## config.mk

```make
export PLATFORM = sky130hd
export DESIGN_NAME = icaf_ctrl
export DESIGN_NICKNAME = d
export VERILOG_FILES = /design/src/rtl/icaf_pkg.sv /design/src/rtl/icaf_ctrl.sv
export SDC_FILE = /design/constraint.sdc
export NUM_CORES = 1
export LEC_CHECK = 0
export BUFFER_PORTS_ARGS = -buffer_cell sky130_fd_sc_hd__buf_2
export CORE_UTILIZATION = 56
export CTS_CLUSTER_DIAMETER = 120
export DETAILED_ROUTE_END_ITERATION = 10
export GPL_ROUTABILITY_DRIVEN = 0
export GPL_TIMING_DRIVEN = 0
export PLACE_DENSITY = 0.79
export SYNTH_ARGS = -nofsm -noshare
export SYNTH_HDL_FRONTEND = slang
export SYNTH_SLANG_ARGS = --single-unit
```

## constraint.sdc

```tcl
create_clock -name i_clk -period 1.8 [get_ports i_clk]
set_input_delay 0.18 -clock i_clk [delete_from_list [all_inputs] [get_ports i_clk]]
set_output_delay 0.18 -clock i_clk [all_outputs]
set_load 0.03 [all_outputs]
```

## src/rtl/icaf_pkg.sv

```systemverilog
`default_nettype none
package icaf_pkg;

    localparam int CNT_W       = 5;
    localparam int SQRT_ITER   = 29;
    localparam int SAMPLE_W    = 116;

    localparam logic [2:0] REG_ACC_OFF_X  = 3'd0;
    localparam logic [2:0] REG_ACC_OFF_Y  = 3'd1;
    localparam logic [2:0] REG_ACC_OFF_Z  = 3'd2;
    localparam logic [2:0] REG_RATE_OFF_X = 3'd3;
    localparam logic [2:0] REG_RATE_OFF_Y = 3'd4;
    localparam logic [2:0] REG_RATE_OFF_Z = 3'd5;
    localparam logic [2:0] REG_RANGE_SEL  = 3'd6;
    localparam logic [2:0] REG_BLEND_WT   = 3'd7;

    localparam logic [2:0]  RANGE_SEL_RST = 3'd1;
    localparam logic [16:0] BLEND_WT_RST  = 17'd64225;
    localparam logic [16:0] ALPHA_ONE     = 17'd65536;
    localparam logic [2:0]  RANGE_SEL_MAX = 3'd4;

    localparam logic signed [25:0] ANG_90  = 26'sd5898240;
    localparam logic signed [34:0] ANG_180 = 35'sd11796480;
    localparam logic signed [34:0] ANG_360 = 35'sd23592960;

    typedef enum logic [4:0] {
        OP_NOP,
        OP_LOAD,
        OP_MUL_G1000,
        OP_MUL_DT,
        OP_INC,
        OP_MUL_SQ,
        OP_SQ_HOLD,
        OP_SQRT_INIT,
        OP_SQRT_STEP,
        OP_CORDIC_INIT,
        OP_CORDIC_STEP,
        OP_CORDIC_SAVE,
        OP_MUL_GYRO,
        OP_HOLD_GYRO,
        OP_MUL_ACC,
        OP_BLEND,
        OP_YAW
    } t_op;

    typedef struct packed {
        t_op              op;
        logic [CNT_W-1:0] idx;
    } t_cmd;

    // atan(2^-i) in Q16 degrees
    function automatic logic [21:0] atan_q16(input logic [CNT_W-1:0] i);
        logic [21:0] v;
        begin
            unique case (i)
                5'd0:    v = 22'd2949120;
                5'd1:    v = 22'd1740967;
                5'd2:    v = 22'd919879;
                5'd3:    v = 22'd466945;
                5'd4:    v = 22'd234379;
                5'd5:    v = 22'd117304;
                5'd6:    v = 22'd58666;
                5'd7:    v = 22'd29335;
                5'd8:    v = 22'd14668;
                5'd9:    v = 22'd7334;
                5'd10:   v = 22'd3667;
                5'd11:   v = 22'd1833;
                5'd12:   v = 22'd917;
                5'd13:   v = 22'd458;
                5'd14:   v = 22'd229;
                5'd15:   v = 22'd115;
                5'd16:   v = 22'd57;
                5'd17:   v = 22'd29;
                5'd18:   v = 22'd14;
                5'd19:   v = 22'd7;
                5'd20:   v = 22'd4;
                5'd21:   v = 22'd2;
                5'd22:   v = 22'd1;
                default: v = 22'd0;
            endcase
            return v;
        end
    endfunction

endpackage
`default_nettype wire

```

## src/rtl/icaf_ctrl.sv

```systemverilog
`default_nettype none
module icaf_ctrl #(
    parameter int CORDIC_STEPS = 16
) (
    input  wire                 i_clk,
    input  wire                 i_rst_n,
    input  wire                 i_in_valid,
    output logic                o_in_ready,
    output logic                o_out_valid,
    input  wire                 i_out_ready,
    output icaf_pkg::t_cmd      o_cmd
);

    typedef enum logic [4:0] {
        S_IDLE, S_GX, S_GDT, S_INC, S_SQA, S_SQH, S_SQB, S_SQI, S_SQRT,
        S_CI, S_CS, S_CV, S_WAIT, S_BG, S_BH, S_BA, S_BL, S_YAW
    } t_state;

    t_state                       r_state;
    logic [1:0]                   r_axis;
    logic [icaf_pkg::CNT_W-1:0]   r_cnt;
    logic                         r_out_valid;

    assign o_in_ready  = (r_state == S_IDLE);
    assign o_out_valid = r_out_valid;

    always_comb begin
        o_cmd.idx = icaf_pkg::CNT_W'(r_axis);
        unique case (r_state)
            S_IDLE: o_cmd.op = i_in_valid ? icaf_pkg::OP_LOAD : icaf_pkg::OP_NOP;
            S_GX:   o_cmd.op = icaf_pkg::OP_MUL_G1000;
            S_GDT:  o_cmd.op = icaf_pkg::OP_MUL_DT;
            S_INC:  o_cmd.op = icaf_pkg::OP_INC;
            S_SQA:  o_cmd.op = icaf_pkg::OP_MUL_SQ;
            S_SQH:  o_cmd.op = icaf_pkg::OP_SQ_HOLD;
            S_SQB:  o_cmd.op = icaf_pkg::OP_MUL_SQ;
            S_SQI:  o_cmd.op = icaf_pkg::OP_SQRT_INIT;
            S_SQRT: o_cmd.op = icaf_pkg::OP_SQRT_STEP;
            S_CI:   o_cmd.op = icaf_pkg::OP_CORDIC_INIT;
            S_CS: begin
                o_cmd.op  = icaf_pkg::OP_CORDIC_STEP;
                o_cmd.idx = r_cnt;
            end
            S_CV:   o_cmd.op = icaf_pkg::OP_CORDIC_SAVE;
            S_WAIT: o_cmd.op = icaf_pkg::OP_NOP;
            S_BG:   o_cmd.op = icaf_pkg::OP_MUL_GYRO;
            S_BH:   o_cmd.op = icaf_pkg::OP_HOLD_GYRO;
            S_BA:   o_cmd.op = icaf_pkg::OP_MUL_ACC;
            S_BL:   o_cmd.op = icaf_pkg::OP_BLEND;
            S_YAW:  o_cmd.op = icaf_pkg::OP_YAW;
            default: o_cmd.op = icaf_pkg::OP_NOP;
        endcase
    end

    always_ff @(posedge i_clk) begin
        if (!i_rst_n) begin
            r_state     <= S_IDLE;
            r_axis      <= 2'd0;
            r_cnt       <= '0;
            r_out_valid <= 1'b0;
        end else begin
            if (r_out_valid && i_out_ready) begin
                r_out_valid <= 1'b0;
            end
            unique case (r_state)
                S_IDLE: begin
                    if (i_in_valid) begin
                        r_axis  <= 2'd0;
                        r_state <= S_GX;
                    end
                end
                S_GX:  r_state <= S_GDT;
                S_GDT: r_state <= S_INC;
                S_INC: begin
                    if (r_axis == 2'd2) begin
                        r_axis  <= 2'd0;
                        r_state <= S_SQA;
                    end else begin
                        r_axis  <= r_axis + 2'd1;
                        r_state <= S_GX;
                    end
                end
                S_SQA: r_state <= S_SQH;
                S_SQH: begin
                    r_axis  <= 2'd1;
                    r_state <= S_SQB;
                end
                S_SQB: r_state <= S_SQI;
                S_SQI: begin
                    r_cnt   <= '0;
                    r_state <= S_SQRT;
                end
                S_SQRT: begin
                    if (r_cnt == icaf_pkg::CNT_W'(icaf_pkg::SQRT_ITER - 1)) begin
                        r_axis  <= 2'd0;
                        r_state <= S_CI;
                    end else begin
                        r_cnt <= r_cnt + 1'b1;
                    end
                end
                S_CI: begin
                    r_cnt   <= '0;
                    r_state <= S_CS;
                end
                S_CS: begin
                    if (r_cnt == icaf_pkg::CNT_W'(CORDIC_STEPS - 1)) begin
                        r_state <= S_CV;
                    end else begin
                        r_cnt <= r_cnt + 1'b1;
                    end
                end
                S_CV: begin
                    if (r_axis == 2'd1) begin
                        r_state <= S_WAIT;
                    end else begin
                        r_axis  <= 2'd1;
                        r_state <= S_CI;
                    end
                end
                // angle state doubles as the output register
                S_WAIT: begin
                    if (!r_out_valid || i_out_ready) begin
                        r_axis  <= 2'd0;
                        r_state <= S_BG;
                    end
                end
                S_BG: r_state <= S_BH;
                S_BH: r_state <= S_BA;
                S_BA: r_state <= S_BL;
                S_BL: begin
                    if (r_axis == 2'd1) begin
                        r_axis  <= 2'd2;
                        r_state <= S_YAW;
                    end else begin
                        r_axis  <= 2'd1;
                        r_state <= S_BG;
                    end
                end
                S_YAW: begin
                    r_out_valid <= 1'b1;
                    r_state     <= S_IDLE;
                end
                default: r_state <= S_IDLE;
            endcase
        end
    end

endmodule
`default_nettype wire

```

* After elaboration in Yosys (flattened, before gate mapping)
Cells that the tools add are included.
** Operators by class
- Add/subtract/negate cells :: 2
- Equality and inequality tests :: 28
- Mux-type cells :: 23
- Reduce and logical (&&, ||, !) cells :: 12
** Operator list (number)
- $pmux W5 S17 :: 1
- $pmux W5 S16 :: 1
- $eq A5 B4 Y1 const B :: 9
- $mux W5 :: 8
- $eq A5 B3 Y1 const B :: 4
- $eq A5 B5 Y1 const B :: 3
- $pmux W5 S3 :: 1
- $ne A2 B2 Y1 const B :: 7
- $pmux W2 S7 :: 1
- $mux W2 :: 6
- $eq A5 B2 Y1 const B :: 2
- $reduce_bool A7 Y1 :: 1
- $mux W3 :: 2
- $add A5 B1 Y5 const B :: 1
- $eq A5 B1 Y1 const B :: 1
- $logic_not A5 Y1 :: 1
- $reduce_and A5 Y1 :: 1
- $reduce_and A4 Y1 :: 1
- $reduce_or A2 Y1 :: 2
- $mux W1 :: 3
- $reduce_and A3 Y1 :: 1
- $reduce_bool A3 Y1 :: 1
- $add A2 B1 Y2 const B :: 1
- $eq A2 B1 Y1 const B :: 1
- 5 further kinds :: 5
** Storage, ports and cells
- Bits in registers :: 13
- Bits of input ports :: 4
- Output and inout bits :: 12
- Word-level logic and storage cells :: 69

* Logic depth before layout (Yosys ltp)
- Depth after elaboration :: 4
- Mapped depth :: 7
- Depth with buffers taken out :: 7

* Least setup slack after synthesis
OpenSTA, ideal clock, no wires.
- Path kind :: flip-flop to output port
- From :: register r_state[1]
- To :: output port o_cmd[7] in the netlist's numbering
- Data arrival time :: 1.601 ns
- Required time :: 1.620 ns
- Setup slack :: 0.019 ns
- Cell stages (with the launch flop) :: 7
- Path buffers :: 2
- Cell sequence :: dfxtp_1 -> buf_2 -> buf_2 -> nand2_1 -> a21oi_1 -> a21oi_1 -> o21ai_0
** RTL lines
- from (decl) :: line icaf_ctrl.sv:19 : t_state r_state;
- from (signal assigned) :: line icaf_ctrl.sv:57 : r_state <= S_IDLE;
- from (signal assigned) :: line icaf_ctrl.sv:69 : r_state <= S_GX;
- from (signal assigned) :: line icaf_ctrl.sv:72 : S_GX: r_state <= S_GDT;
- to (decl) :: line icaf_ctrl.sv:11 : output icaf_pkg::t_cmd o_cmd

==> reports/metrics.yaml <==
grt:
  globalRouteTotalUtil_pct: 36.36
  grt_remaining_overflow: 0
  grt_pass1_wl_um: 5464
  first_global_vias: 1147
  grt_start_max_net_pins: 11
  antenna_violations_before_repair: 0
routing:
  first_iter_violations: 139
  detail-route-antenna-nets: 0
  via_count: 1321
  final_routed_wirelength_across_all_metal_layers_um: 3836
  wire_per_inst_um: 19.77
  drc_errors: 0
  post_drt_via_cell_ratio: 6.809
  drt_pass1_iterations: 5
layout:
  final_common_cell: "buf_4"
  antenna_cells: 0
  final_layout_size_suffix_gt1_share_pct: 43.20
  layout.cells.most_common_list: "19 x buf_4, 8 x buf_6, 8 x nor2_1"
  finish.utilization_pct: 83.62
  finalNetCount: 177
  syn_to_layout_area_delta_pct: 36.46
setup_path:
  cp-end-kind: "primary output"
  critPathMaxFanout: 5
  cp-start-kind: "flop"
  cp_data_required_time_ps: 1620
  critical_path_type: "flop to primary output"
  crit_path_arrival_time_ps: 1690
power_and_ir_drop:
  p_leak_nw: 0.6102
  power_report.internal_total_uw: 619.0
  pwr-share-clk_pct: 18.9
  share_seq_of_total_power_pct: 30.7
  netSwitchingFraction_pct: 40.17
  net-switching-power_uw: 415.7
  power_per_cell_area_mw_per_mm2: 701.4
  power.share.combinational_pct: 50.4
  report.power.total_mw: 1.035
  vdd_drop_max_v: 0.0004552
clock_tree:
  numCtsBuffers: 3
  clock_insertion_delay_worst_skew_ps: 290
  cts_hold_repair.buffers: 0
  clock_tree_from_tritoncts: "yes"
  clkTransAtPathRegs_ps: 90
  clkSinkCount: 13
  clock_path_buffers: 2
  cts.root.buffer_cell: "clkbuf_4"
  ctsHtreeMaxLevel: 1
yosys:
  synthesis.instances: 139
  synth.distinct_cells: 49
  synthesis.nets: 146
  syn_area_mm2: 0.001081
  avgSynthCellArea_um2: 7.777
  netlist.top_cell.by_area: "dfxtp_1"
  netlist_top_cells_area: "dfxtp_1 24%, a21oi_1 4.2%, nor2b_1 4.1%, nor2_1 3.8%, mux2i_1 3.7%"
  postSynth.topFlopCell: "dfxtp_1"
  synth_top_area_share_pct: 24.07
  synth_async_sr_flop_share_pct: 0
  synth_enable_flop_cells: 0
  synth_seq_area_share_pct: 24.07
  ys_warn_count: 0
  synth.ff_latch_count: 13
placed_design:
  hpwl_um: 1930
  port_buffer_cells: 15
sta:
  worst_pin_slew_ps: 395.8
  timing.final.setup_violations: 9
  skew_ps: 10.62
  timing.final.hold_violations: 0
  sum_of_negative_setup_slack_ps: -306.0
  fin_worst_hold_slack_ps: 193.9
  fin_crit_sh_pct: 103.8
  relSlewSlack_pct: 73.44
  maxClockFrequency_mhz: 535.1
  rsz0062_at_grt: "yes"
  timing_max_transition_violations_final: 0
  fin_ws_ps: -68.92
  final.min_clock_period_ps: 1869
run:
  cap_viol_max_count: 0
die:
  core_area_mm2: 0.001764
  die_width_um: 45.94
  fp.dieH_um: 45.94
  effective_utilization_at_floorplan_pct: 61.28
  design.die.area_mm2: 0.002110
  core.rowCount: 15
  io_pins: 16
hold_path:
  min_path_type: "input pin to flop"
run_status:
  status: "finished, violations left"
  violated_checks: "negative setup slack"
==> what timing repair did <==
item / 4_1_cts / 5_1_grt
pin swaps: 4 / 4
endpoints found under the setup margin: 11 / 18
gates resized for setup: 35 / 33
setup buffers: 9 / 2
cloned: 1 / 0
==> path summary, 6_finish.rpt <==
check | start | to | slack (ps) | depth (start not counted)
worst min-delay path | i_rst_n | r_state[2]$_SDFFE_PN0P_ | 190 | 3
worst max register to register | r_state[0]$_SDFFE_PN0P_ | r_axis[0]$_SDFFE_PN0P_ | 30 | 7
worst min register to register | o_out_valid$_SDFFE_PN0P_ | o_out_valid$_SDFFE_PN0P_ | 550 | 2
worst max-delay path | r_state[0]$_SDFFE_PN0P_ | o_cmd[2] | -70 | 6
==> sequential cells by signal, indices dropped and copies added (netlist names) <==
name and flops:
r_state 5, o_out_valid 1, r_axis 2, r_cnt 5
==> cells in the mapped netlist (all sizes together), types with 2 or more instances <==
cell type	count
nor2	11
nor3b	2
a21o	2
xor2	2
nand2b	6
nor2b	7
inv	7
mux2	3
buf	9
ha	3
dfxtp	13
and2	3
nand3b	2
o22a	2
nand3	3
o211ai	2
o21ai	7
a221oi	2
nor3	4
or4	2
and3	3
o22ai	4
mux2i	4
a31oi	3
a21oi	9
nand2	8
==> through the flow <==
step           setup slack [ps]  instances  area (µm²)
6_report                 -68.92        194        1475
5_1_grt                  -109.7        194        1475
4_1_cts                  -20.17        193        1389
3_5_place_dp             -81.53        179        1187
3_3_place_gp             -75.66        179        1187
2_1_floorplan             18.72        139        1081
==> worst max-delay path: stages, from the launching register on <==
cell     delay [ps]
dfxtp_2         330
buf_6           130
nor2b_4         150
nor3b_4         300
buf_4           190
and2_1          140
buf_4           160
==> power by group through the flow <==
stage          combinational [mW]  clock (mW)  sequential [mW]
4_1_cts                     0.433       0.194            0.312
2_1_floorplan               0.284           0            0.313
6_report                    0.522       0.195            0.318
3_5_place_dp                0.357           0            0.315
5_1_grt                     0.550       0.207            0.320
3_3_place_gp                0.352           0            0.314
==> metal layers <==
layer	GRT usage, %	wire, µm	up-vias
met2	55.21	1734	135
li1	-	-	562
met4	18.24	278	0
met3	7.937	442	40
met1	47.38	1380	584
met5	5.714	0	-
==> cell type report <==
type,count,area (µm²)
fill,110,289.0
timing repair buffer,27,202.7
multi-input combinational,109,829.5
sequential,13,267.8
inverter,7,30.03
buffer,9,87.58
clock buffer,4,26.28
tap,25,31.28
==> cell families (layout without fill, tap and decap cells) <==
kind of cell / count (synthesis) / after routing / synth area share, %
simple gates: 58 / 58 / 32.52
compound gates: 38 / 38 / 23.38
buf+inv: 17 / 47 / 7.292
flops: 13 / 13 / 24.07
mux: 7 / 7 / 6.829
fa+ha+maj: 3 / 3 / 3.473
xor+xnor: 3 / 3 / 2.431
Power figures use the tool's default switching activity.
